$ cat src/design/sfd_pkg.sv
package sfd_pkg;

  localparam logic [10:0] ID_IGNORED = 11'h511;
  localparam logic [10:0] ID_BASE    = 11'h520;
  localparam logic [10:0] ID_FIRST   = 11'h521;
  localparam logic [10:0] ID_LAST    = 11'h528;

  localparam logic [1:0] CFG_WARMUP    = 2'd0;
  localparam logic [1:0] CFG_V2_THRESH = 2'd1;
  localparam logic [1:0] CFG_V3_FLOOR  = 2'd2;

  localparam logic [15:0] WARMUP_RESET    = 16'd150;
  localparam logic [30:0] V2_THRESH_RESET = 31'd3000;
  localparam logic [30:0] V3_FLOOR_RESET  = 31'd10000;

  localparam int MK_V  = 0;
  localparam int MK_V2 = 1;
  localparam int MK_V3 = 2;
  localparam int MK_V1 = 3;

  typedef enum logic [3:0] {
    QTY_IGNORED = 4'd0,
    QTY_CURRENT = 4'd1,
    QTY_VOLTAGE = 4'd2,
    QTY_VOLTAGE2 = 4'd3,
    QTY_VOLTAGE3 = 4'd4,
    QTY_TEMP    = 4'd5,
    QTY_POWER   = 4'd6,
    QTY_CHARGE  = 4'd7,
    QTY_ENERGY  = 4'd8,
    QTY_UNKNOWN = 4'd9
  } qty_t;

  typedef struct packed {
    logic [10:0] frame_id;
    logic [63:0] payload_bytes;
  } in_item_t;

  typedef struct packed {
    qty_t               updated_quantity;
    logic signed [31:0] reading;
    logic signed [33:0] voltage1_mv;
    logic signed [31:0] low_mark;
    logic signed [31:0] high_mark;
    logic signed [33:0] voltage1_low;
    logic signed [33:0] voltage1_high;
    logic signed [63:0] charge_total;
    logic signed [63:0] energy_total;
    logic [31:0]        frames_seen;
  } result_t;

endpackage

$ cat src/design/sfd_in_stage.sv
module sfd_in_stage import sfd_pkg::*; (
  input  logic     clk,
  input  logic     rst_n,
  input  logic     in_valid,
  output logic     in_ready,
  input  in_item_t in_item,
  input  logic     advance,
  output logic     item_valid,
  output in_item_t item
);

  logic     valid_r, valid_nxt;
  in_item_t item_r;

  assign in_ready   = !valid_r || advance;
  assign item_valid = valid_r;
  assign item       = item_r;

  always_comb begin
    if (in_valid && in_ready) begin
      valid_nxt = 1'b1;
    end else if (advance) begin
      valid_nxt = 1'b0;
    end else begin
      valid_nxt = valid_r;
    end
  end

  always_ff @(posedge clk) begin
    if (!rst_n) begin
      valid_r <= 1'b0;
    end else begin
      valid_r <= valid_nxt;
    end
  end

  always_ff @(posedge clk) begin
    if (in_valid && in_ready) begin
      item_r <= in_item;
    end
  end

endmodule

$ cat src/design/sfd_core.sv
module sfd_core import sfd_pkg::*; (
  input  logic        clk,
  input  logic        rst_n,
  input  logic        cfg_we,
  input  logic [1:0]  cfg_index,
  input  logic [30:0] cfg_wdata,
  input  logic        fire,
  input  in_item_t    item,
  output result_t     result
);

  logic [15:0] warmup_r;
  logic [30:0] v2_thresh_r;
  logic [30:0] v3_floor_r;

  logic signed [31:0] v_now_r, v_now_nxt;
  logic signed [31:0] v2_now_r, v2_now_nxt;
  logic signed [31:0] v3_now_r, v3_now_nxt;
  logic signed [33:0] v1_now_r, v1_now_nxt;
  logic signed [33:0] low_r [4];
  logic signed [33:0] low_nxt [4];
  logic signed [33:0] high_r [4];
  logic signed [33:0] high_nxt [4];
  logic signed [31:0] last_chg_r, last_chg_nxt;
  logic signed [31:0] last_eng_r, last_eng_nxt;
  logic signed [63:0] chg_acc_r, chg_acc_nxt;
  logic signed [63:0] eng_acc_r, eng_acc_nxt;
  logic [31:0]        fc_r, fc_nxt;

  function automatic logic signed [33:0] sx34(input logic signed [31:0] v);
    return {{2{v[31]}}, v};
  endfunction

  function automatic logic signed [33:0] low_upd(input logic signed [33:0] old_v,
                                                 input logic signed [33:0] val,
                                                 input logic seed, input logic after,
                                                 input logic ok);
    logic signed [33:0] res;
    res = old_v;
    if (seed) begin
      res = val;
    end else if (after && ok && (val < old_v)) begin
      res = val;
    end
    return res;
  endfunction

  function automatic logic signed [33:0] high_upd(input logic signed [33:0] old_v,
                                                  input logic signed [33:0] val,
                                                  input logic after);
    return (after && (val > old_v)) ? val : old_v;
  endfunction

  always_ff @(posedge clk) begin
    if (!rst_n) begin
      warmup_r    <= WARMUP_RESET;
      v2_thresh_r <= V2_THRESH_RESET;
      v3_floor_r  <= V3_FLOOR_RESET;
    end else if (cfg_we) begin
      unique case (cfg_index)
        CFG_WARMUP:    warmup_r    <= cfg_wdata[15:0];
        CFG_V2_THRESH: v2_thresh_r <= cfg_wdata;
        CFG_V3_FLOOR:  v3_floor_r  <= cfg_wdata;
        default: begin
        end
      endcase
    end
  end

  always_comb begin
    logic signed [31:0] r;
    logic               meas;
    logic [10:0]        off;
    qty_t               q;
    logic [31:0]        fc_inc;
    logic               seed, after;
    logic signed [32:0] d33;
    logic signed [31:0] rd;
    logic signed [33:0] lo, hi;
    logic signed [32:0] c33;

    r       = item.payload_bytes[47:16];
    meas    = (item.frame_id >= ID_FIRST) && (item.frame_id <= ID_LAST);
    off     = item.frame_id - ID_BASE;
    fc_inc  = (fc_r == '1) ? fc_r : fc_r + 32'd1;
    seed    = fc_inc < {16'd0, warmup_r};
    after   = fc_inc > {16'd0, warmup_r};
    rd      = '0;
    lo      = '0;
    hi      = '0;

    v_now_nxt    = v_now_r;
    v2_now_nxt   = v2_now_r;
    v3_now_nxt   = v3_now_r;
    v1_now_nxt   = v1_now_r;
    low_nxt      = low_r;
    high_nxt     = high_r;
    last_chg_nxt = last_chg_r;
    last_eng_nxt = last_eng_r;
    chg_acc_nxt  = chg_acc_r;
    eng_acc_nxt  = eng_acc_r;
    fc_nxt       = fc_r;

    d33 = {r[31], r} - {v3_now_r[31], v3_now_r};
    c33 = '0;

    if (item.frame_id == ID_IGNORED) begin
      q = QTY_IGNORED;
    end else if (meas) begin
      q      = qty_t'(off[3:0]);
      fc_nxt = fc_inc;
      rd     = r;
      unique case (q)
        QTY_VOLTAGE: begin
          v_now_nxt  = r;
          v1_now_nxt = sx34(r) - (sx34(v2_now_r) + sx34(v3_now_r));
          low_nxt[MK_V]   = low_upd(low_r[MK_V], sx34(r), seed, after, 1'b1);
          high_nxt[MK_V]  = high_upd(high_r[MK_V], sx34(r), after);
          low_nxt[MK_V1]  = low_upd(low_r[MK_V1], v1_now_nxt, seed, after, 1'b1);
          high_nxt[MK_V1] = high_upd(high_r[MK_V1], v1_now_nxt, after);
          lo = low_nxt[MK_V];
          hi = high_nxt[MK_V];
        end
        QTY_VOLTAGE2: begin
          if ($signed({r[31], r}) > $signed({2'b00, v2_thresh_r})) begin
            if (d33[32] != d33[31]) begin
              rd = d33[32] ? 32'sh8000_0000 : 32'sh7fff_ffff;
            end else begin
              rd = d33[31:0];
            end
          end
          v2_now_nxt = rd;
          low_nxt[MK_V2]  = low_upd(low_r[MK_V2], sx34(rd), seed, after, 1'b1);
          high_nxt[MK_V2] = high_upd(high_r[MK_V2], sx34(rd), after);
          lo = low_nxt[MK_V2];
          hi = high_nxt[MK_V2];
        end
        QTY_VOLTAGE3: begin
          v3_now_nxt = r;
          low_nxt[MK_V3]  = low_upd(low_r[MK_V3], sx34(r), seed, after,
                                    $signed({r[31], r}) > $signed({2'b00, v3_floor_r}));
          high_nxt[MK_V3] = high_upd(high_r[MK_V3], sx34(r), after);
          lo = low_nxt[MK_V3];
          hi = high_nxt[MK_V3];
        end
        QTY_CHARGE: begin
          c33          = {r[31], r} - {last_chg_r[31], last_chg_r};
          chg_acc_nxt  = chg_acc_r + {{31{c33[32]}}, c33};
          last_chg_nxt = r;
        end
        QTY_ENERGY: begin
          c33          = {r[31], r} - {last_eng_r[31], last_eng_r};
          eng_acc_nxt  = eng_acc_r + {{31{c33[32]}}, c33};
          last_eng_nxt = r;
        end
        default: begin
        end
      endcase
    end else begin
      q = QTY_UNKNOWN;
    end

    result.updated_quantity = q;
    result.reading          = rd;
    result.voltage1_mv      = v1_now_nxt;
    result.low_mark         = lo[31:0];
    result.high_mark        = hi[31:0];
    result.voltage1_low     = low_nxt[MK_V1];
    result.voltage1_high    = high_nxt[MK_V1];
    result.charge_total     = chg_acc_nxt;
    result.energy_total     = eng_acc_nxt;
    result.frames_seen      = fc_nxt;
  end

  always_ff @(posedge clk) begin
    if (!rst_n) begin
      v_now_r    <= '0;
      v2_now_r   <= '0;
      v3_now_r   <= '0;
      v1_now_r   <= '0;
      for (int i = 0; i < 4; i++) begin
        low_r[i]  <= '0;
        high_r[i] <= '0;
      end
      last_chg_r <= '0;
      last_eng_r <= '0;
      chg_acc_r  <= '0;
      eng_acc_r  <= '0;
      fc_r       <= '0;
    end else if (fire) begin
      v_now_r    <= v_now_nxt;
      v2_now_r   <= v2_now_nxt;
      v3_now_r   <= v3_now_nxt;
      v1_now_r   <= v1_now_nxt;
      low_r      <= low_nxt;
      high_r     <= high_nxt;
      last_chg_r <= last_chg_nxt;
      last_eng_r <= last_eng_nxt;
      chg_acc_r  <= chg_acc_nxt;
      eng_acc_r  <= eng_acc_nxt;
      fc_r       <= fc_nxt;
    end
  end

endmodule

$ cat src/design/sfd_out_stage.sv
module sfd_out_stage import sfd_pkg::*; (
  input  logic    clk,
  input  logic    rst_n,
  input  logic    load,
  input  result_t result,
  output logic    advance,
  output logic    out_valid,
  input  logic    out_ready,
  output result_t out_result
);

  logic    valid_r, valid_nxt;
  result_t result_r;

  assign advance    = !valid_r || out_ready;
  assign out_valid  = valid_r;
  assign out_result = result_r;

  always_comb begin
    if (load) begin
      valid_nxt = 1'b1;
    end else if (out_ready) begin
      valid_nxt = 1'b0;
    end else begin
      valid_nxt = valid_r;
    end
  end

  always_ff @(posedge clk) begin
    if (!rst_n) begin
      valid_r <= 1'b0;
    end else begin
      valid_r <= valid_nxt;
    end
  end

  always_ff @(posedge clk) begin
    if (load) begin
      result_r <= result;
    end
  end

endmodule

$ cat src/design/shunt_frame_decoder_tracker_top.sv
// An item enters the input register; its result is then held in the output register.
// Throughput: one item per cycle; the input register, the single-pass tracker
// logic and the output register form a two-stage pipe that stalls only on out_tready.
// Reset (synchronous, rst_n low) empties both stages, clears all tracked values,
// marks, totals and the frame counter, and loads the register defaults.
module shunt_frame_decoder_tracker_top import sfd_pkg::*; (
  input  logic         clk,
  input  logic         rst_n,
  input  logic         in_tvalid,
  output logic         in_tready,
  input  logic [63:0]  in_tdata,   // payload_bytes
  input  logic [10:0]  in_tuser,   // frame_id
  output logic         out_tvalid,
  input  logic         out_tready,
  // reading, voltage1_mv, low_mark, high_mark, voltage1_low, voltage1_high,
  // charge_total, energy_total, frames_seen, two zero bits
  output logic [359:0] out_tdata,
  output logic [3:0]   out_tuser,  // updated_quantity
  input  logic         cfg_we,
  input  logic [1:0]   cfg_index,
  input  logic [30:0]  cfg_wdata
);

  in_item_t in_item, item;
  logic     item_valid, advance, fire;
  result_t  result, out_result;

  assign in_item.frame_id      = in_tuser;
  assign in_item.payload_bytes = in_tdata;
  assign fire = item_valid && advance;

  sfd_in_stage u_in (
    .clk        (clk),
    .rst_n      (rst_n),
    .in_valid   (in_tvalid),
    .in_ready   (in_tready),
    .in_item    (in_item),
    .advance    (advance),
    .item_valid (item_valid),
    .item       (item)
  );

  sfd_core u_core (
    .clk       (clk),
    .rst_n     (rst_n),
    .cfg_we    (cfg_we),
    .cfg_index (cfg_index),
    .cfg_wdata (cfg_wdata),
    .fire      (fire),
    .item      (item),
    .result    (result)
  );

  sfd_out_stage u_out (
    .clk        (clk),
    .rst_n      (rst_n),
    .load       (fire),
    .result     (result),
    .advance    (advance),
    .out_valid  (out_tvalid),
    .out_ready  (out_tready),
    .out_result (out_result)
  );

  assign out_tuser = out_result.updated_quantity;
  assign out_tdata = {2'b00,
                      out_result.frames_seen,
                      out_result.energy_total,
                      out_result.charge_total,
                      out_result.voltage1_high,
                      out_result.voltage1_low,
                      out_result.high_mark,
                      out_result.low_mark,
                      out_result.voltage1_mv,
                      out_result.reading};

endmodule
$ cat config.mk
export PLATFORM = sky130hd
export DESIGN_NAME = shunt_frame_decoder_tracker_top
export DESIGN_NICKNAME = d
export VERILOG_FILES = /design/src/design/sfd_pkg.sv /design/src/design/sfd_in_stage.sv /design/src/design/sfd_core.sv /design/src/design/sfd_out_stage.sv /design/src/design/shunt_frame_decoder_tracker_top.sv
export SDC_FILE = /design/constraint.sdc
export NUM_CORES = 2
export LEC_CHECK = 0
export ABC_AREA = 1
export BUFFER_PORTS_ARGS = -buffer_cell sky130_fd_sc_hd__buf_2
export CORE_MARGIN = 4
export CORE_UTILIZATION = 27
export DETAILED_ROUTE_END_ITERATION = 10
export GPL_TIMING_DRIVEN = 0
export PLACE_DENSITY = 0.43
export RECOVER_POWER = 100
export SLEW_MARGIN = 20
export SYNTH_ARGS = -nofsm -noshare
export SYNTH_HDL_FRONTEND = slang
export SYNTH_SLANG_ARGS = --single-unit
$ cat constraint.sdc
create_clock -name clk -period 16.6 [get_ports clk]
set_clock_uncertainty 0.15 [all_clocks]
set_input_delay 0.83 -clock clk [delete_from_list [all_inputs] [get_ports clk]]
set_output_delay 0.83 -clock clk [all_outputs]
set_load 0.01 [all_outputs]
* Word level (Yosys, flattened, before mapping) *
Cells that the tools add are included.

operators by class
  $add $sub $neg = 9
  magnitude comparators = 14
  equal/unequal tests = 10
  multiplexer cells = 44
  bitwise operators = 2
  reduce and logical (&&, ||, !) cells = 28

operators with widths
  kind                   count
  $mux 34                21
  $mux 64                6
  $mux 32                10
  $pmux 32 s3            2
  $add 64x64->64         2
  $gt 32x34->1           3
  $lt 32x34->1           3
  $sub 32x32->33         3
  $gt 32x32->1           2
  $gt 34x34->1           1
  $lt 34x34->1           1
  $sub 32x33->34         1
  $add 32x32->33         1
  $add 32x1->32 const B  1
  $eq 32x32->1 const B   1
  $gt 32x16->1           1
  $lt 32x16->1           1
  $reduce_and 4->1       5
  $logic_and 1x1->1      12
  $eq 11x11->1 const B   1
  $ge 11x11->1 const B   1
  $le 11x11->1 const B   1
  $eq 4x2->1 const B     2
  $eq 4x3->1 const B     2
  other kinds (14)       23

storage, ports and cells
  flip-flop bits (word level) = 1095
  logic and storage cells = 141

* Depth between registers and ports, before layout *
  depth in word-level cells = 12
  gate-level depth with buffers = 40
  gate-level depth less buffers = 38

* Hierarchy *
Synthesis repeated with hierarchy kept, for this count alone.

second synthesis, totals
  cell total of the unflattened synthesis = 9257
  area, all modules = 69835.7 um^2

by module, submodules not included
  module                           times used  cells an instance  area an instance (um^2)
  sfd_core                         1           8802               56589.3
  sfd_out_stage                    1           368                10916.7
  sfd_in_stage                     1           82                 2303.5
  shunt_frame_decoder_tracker_top  1           5                  26.3

* Worst setup path before layout *
No wires, ideal clock.

  kind = input to register
  from = input out_tready
  to = register u_core.low_r[10] in the netlist's numbering
  setup time = 0.542 ns
  arrival = 11.925 ns
  setup slack = 3.983 ns
  cell stages on the path = 8
  path buffers = 3
  cell sequence = inv_1 > nand2_1 > nand2_1 > clkbuf_1 > inv_1 > clkbuf_1 > clkbuf_1 > a21oi_1

on the way
  word-level cells in the longest chain between the ends = 2

ends and longest elaborated chain
  what                    RTL line                               source
  start: declaration      shunt_frame_decoder_tracker_top.sv:14  input logic out_tready,
  $logic_or 1x1->1        sfd_out_stage.sv:15                    assign advance = !valid_r || out_ready;
  $logic_and 1x1->1       shunt_frame_decoder_tracker_top.sv:30  assign fire = item_valid && advance;
  net fire                shunt_frame_decoder_tracker_top.sv:25  logic item_valid, advance, fire;
  end signal: assignment  sfd_core.sv:195                        low_r <= low_nxt;
  end: declaration        sfd_core.sv:20                         logic signed [33:0] low_r [4];

The timed path passes the listed nets, and every way through them passes these cells.
A chain may end at the register's enable or synchronous reset.

* Final worst setup path *
  from = register u_in.item_r, in the netlist u_in.item[16]
  to = register u_out.result_r, in the netlist u_out.out_result[259], data pin

on the way
  word-level cells in the longest chain between the ends = 11

ends and longest elaborated chain
  what                                   RTL line                          source
  start: declaration                     sfd_in_stage.sv:13                in_item_t item_r;
  start signal: assignment               sfd_in_stage.sv:39                item_r <= in_item;
  $sub 32x32->33                         sfd_core.sv:104                   d33 = {r[31], r} - {v3_now_r[31], v3_now_r};
  $mux 32 or $ne 1x1->1 (tied branches)  sfd_core.sv:127, sfd_core.sv:126
  $mux 32                                sfd_core.sv:126                   if (d33[32] != d33[31]) begin
  $mux 32                                sfd_core.sv:125                   if ($signed({r[31], r}) > $signed({2'b00, v2_thresh_r})) begin
  $mux 32                                sfd_core.sv:113                   unique case (q)
  $mux 32                                sfd_core.sv:109                   end else if (meas) begin
  $mux 32                                sfd_core.sv:107                   if (item.frame_id == ID_IGNORED) begin
  $gt 32x34->1                           sfd_core.sv:51                    return (after && (val > old_v)) ? val : old_v;
  $logic_and 1x1->1                      sfd_core.sv:51
  $mux 34                                sfd_core.sv:51
  $pmux 32 s3 (*)                        sfd_core.sv:113
  end signal: assignment                 sfd_out_stage.sv:39               result_r <= result;
  end: declaration                       sfd_out_stage.sv:13               result_t result_r;

Mark *: on every way between the ends. The rest lies on a longest branch, timed or not. The select of a mux whose other input is x is not followed.

==> results.txt <==
----------------------------------------------------
[Power and ir drop]
  Design Power ... just under 8000 µW
  Power density of the placed cells ... 97.0 nW/µm²
  Leakage power figure ... approximately 0.034 µW
  Worst VDD drop ... around 0.10 mV

[Synthesis]
  Yosys reg bits ... about 1100
  Area share of the largest cell type after synthesis ... roughly a fifth
  Ranking of synthesized cells by instance count ... 1498 x sky130_fd_sc_hd__inv_1, 1396 x sky130_fd_sc_hd__nand2_1, 1146 x sky130_fd_sc_hd__a21oi_1
  Adder and majority gate portion of the synthesized area ... 12.0%
  Ys async rst share ... 0%
  Sequential fraction of the synthesis area ... 37.3%
  Mux cell area share after synthesis ... 0%
  Number of distinct library cell variants in the gate-level netlist after synthesis ... 72
  Mapped Cells ... a little over 9000
  Synth Area in Compound Gates ... 21.1%
  Main flop type after synthesis ... sky130_fd_sc_hd__dfxtp_1
  Synth top area cells ... sky130_fd_sc_hd__dfxtp_1 20%, sky130_fd_sc_hd__edfxtp_1 18%, sky130_fd_sc_hd__ha_1 11%, sky130_fd_sc_hd__a21oi_1 8.4%, sky130_fd_sc_hd__inv_1 8.2%
  Most frequent cell after synthesis ... sky130_fd_sc_hd__inv_1
  Leading area contributor after synthesis ... sky130_fd_sc_hd__dfxtp_1
  Avg Synthesized Cell Area ... ~7.5 µm²
  Post-Synthesis Cell Area ... between 60000 and 70000 µm²
  Number of synthesized flops with an enable pin ... 405
  Area fraction in and, or, nand and nor cells after synthesis ... roughly 17%
  Dominant combinational cell family by area after synthesis ... compound AO/OA/AOI/OAI gates
  Yosys warning count ... 0
  Area share of xor/xnor cells in the synthesized design ... roughly 2.6%

[Timing]
  Worst hold slack across all endpoints ... about 0.051 ns
  Final Cycle Share ... between 70% and 80%
  Worst slew pin tran ... roughly 2.8 ns
  Final count of pins violating max slew ... between 300 and 400
  Slack of the critical path ... between 4 and 5 ns
  Setup repair after global routing missed its margin ... no
  Achievable clock frequency ... between 80 and 90 MHz
  Setup TNS Final ... 0 ns
  Number of failing setup endpoints in the final timing report ... 0
  Minimum clock period ... about 12 ns
  Worst rel slew slack ... -88.6%
  Final hold viol count ... 0

[Clock network]
  Clk sinks ... 1073
  Deepest clock path buffer count ... 3
  Worst skew pair latency ... between 0.8 and 0.9 ns
  Buffer cell driving the clock tree root ... sky130_fd_sc_hd__clkbuf_16
  Number of buffers created by CTS ... 140
  Clock slew at reported path FFs ... 0.06 ns
  CTS tree ... yes
  CTS resizes ... 0
  Deepest level of the CTS H-tree ... 4

[Job]
  MaxCap Viol Count ... 13

[Die]
  Number of top-level design ports ... about 480
  Count of standard-cell rows ... approximately 180
  Starting Density ... a little over a quarter
  Y dimension of the die ... about 500 µm
  Die X-Extent ... between 500 and 600 µm
  Floorplan die area ... 262000 µm²
  Placeable core region ... 252000 µm²

[Routing]
  Post-route antenna net violation count ... 0
  Drt pass-1 iters ... 8
  Post-route DRC violation count ... 0
  Total Routed Length ... 313000 µm
  Detail-routed net length per standard cell ... ~24 µm
  DRC violation total after the first TritonRoute iteration ... 5861
  Number of vias in the routed layout ... approximately 66000
  Via-per-instance ratio ... 5.01

[Setup path]
  Highest cell delay on the worst timing path ... approximately 1.8 ns
  CP Launch Point ... u_in.item[16]$_DFFE_PP_
  Peak fanout along the critical path ... 16
  Number of cells on the worst reg-to-reg path ... 35
  Crit start category ... flop
  Start of the worst register-to-register path ... u_in.item[16]$_DFFE_PP_
  Worst setup slack for register-to-register paths ... between 4 and 5 ns
  Arrival time reported for the critical path endpoint ... between 10 and 15 ns
  Data required time of the worst path ... roughly 17 ns
  Critical path's slowest cell ... sky130_fd_sc_hd__o21ai_0
  CP dominant cell by count ... sky130_fd_sc_hd__nand2_1
  Type of destination of the critical path ... flop
  Path type of the worst setup path ... flop to flop
  Critical R2R Capture ... u_out.out_result[259]$_SDFFCE_PP0P_

[Cells and area]
  Post-synthesis to final-layout area growth ... 17.2%
  Share of layout cells above drive strength 1 ... under 10%
  NumNets Final ... about 11000
  Fin util ... between 30% and 40%

[Status]
  Status ... finished, violations left
  Violated checks ... max-capacitance violations, max-slew violations

[Global route]
  Met1 routing resource usage after global routing ... 31.7%
  First-pass GRT wire length ... ~450000 µm
  Final global-route overflow total ... 0
  Met2 usage ... ~36%
  Global routing's busiest layer ... met2
  Largest net degree at the start of global routing ... 52
  Antenna violations before repair ... 25
  Global-route met3 utilization ... 3.50%
  Vias in the first global route ... between 60000 and 70000
  GRT Total Usage ... 23.0%

[Min path]
  Hold Path Cell Cnt ... 1
  Hold Path End ... u_in.item[34]$_DFFE_PP_
  Worst Hold Class ... input port to flop
  Hold path startpoint ... in_tdata[34]

[Placement]
  # port buffers ... 443
  Gpl congestion ... slightly below 1
  Pre-CTS worst setup slack ... between 7 and 8 ns
  HPWL Detailed ... between 200000 and 300000 µm

----------------------------------------------------
flip-flops by register name, indices dropped and copies added, names as in the netlist, 34 cells and up:
| register | cells |
|---|---|
| u_core.chg_acc_r | 64 |
| u_core.low_r | 133 |
| u_core.v1_now_r | 34 |
| u_out.out_result | 362 |
| u_core.high_r | 133 |
| u_core.eng_acc_r | 64 |
| u_in.item | 43 |
stage by stage:
step,instances,cell area [µm²]
2_1_floorplan,9132,68500
3_3_place_gp,12923,74900
3_5_place_dp,12994,76200
4_1_cts,13262,81100
5_1_grt,13264,80200
6_report,13272,80200
cells in the final DEF (no fill, tap or decap), drive strengths merged, types with 80 or more instances in the layout:
| cell | count |
|---|---|
| inv | 1518 |
| nand2 | 1402 |
| o21ai | 1151 |
| a21oi | 1148 |
| clkbuf | 885 |
| dfxtp | 668 |
| nor2 | 603 |
| ha | 598 |
| edfxtp | 405 |
| nand3 | 349 |
| buf | 161 |
| xor2 | 138 |
| or2 | 86 |
| nand4 | 85 |
| a31oi | 80 |
area by class of cell:
type | count | area (µm²)
antenna | 10 | 25.0
buffer | 349 | 1380
clock buffer | 183 | 3890
clock inverter | 73 | 901
fill | 27570 | 172000
inverter | 1514 | 5690
multi-input combinational | 6196 | 35700
sequential | 1073 | 25500
tap | 3348 | 4190
timing repair buffer | 526 | 2920
per-layer routing:
metal	wire, µm	vias up
met5	27	-
met4	13100	4
met3	19000	486
met2	137000	2215
met1	144000	31710
li1	-	32060
power breakdown:
| group | internal, µW | switching, µW | leakage, µW | total, µW |
|---|---|---|---|---|
| combinational | 473 | 1160 | 0.0225 | 1640 |
| clock | 1900 | 1330 | 0.00234 | 3230 |
| sequential | 2840 | 66.2 | 0.00932 | 2910 |
timing repair:
action | in CTS | in global routing
setup buffers | 0 | 0
hold buffers | 12 | 0
setup endpoints to repair | 0 | 0
endpoints found under the hold margin | 12 | 0
logic make-up (layout without fill, tap and decap cells):
| group | after synthesis | count (layout) |
|---|---|---|
| other | 1 | 12 |
| adders and majority gates | 635 | 635 |
| xor gates and xnor gates | 202 | 202 |
| and+or+nand+nor | 2674 | 2674 |
| DFF | 1073 | 1073 |
| buffers and inverters | 1863 | 2645 |
| AOI/OAI and AO/OA | 2683 | 2683 |
worst max path at each step:
stage                                                to  depth (start not counted)
global placement          u_core.low_r[10]$_SDFFE_PN0P_                          9
finish              u_out.out_result[259]$_SDFFCE_PP0P_                         35
CTS                 u_out.out_result[245]$_SDFFCE_PP0P_                         36
floorplan                 u_core.low_r[10]$_SDFFE_PN0P_                          8
global route        u_out.out_result[253]$_SDFFCE_PP0P_                         13
detailed placement  u_out.out_result[245]$_SDFFCE_PP0P_                         36
worst max-delay path: cells and delay by family, from the launching register on:
family,cells,cell delay [ns]
and+or+nand+nor,20,2.85
buffers and inverters,7,3.10
DFF,1,0.79
adders and majority gates,3,1.39
AOI/OAI and AO/OA,5,3.01
Note: power is estimated with default switching activity, not from simulation.
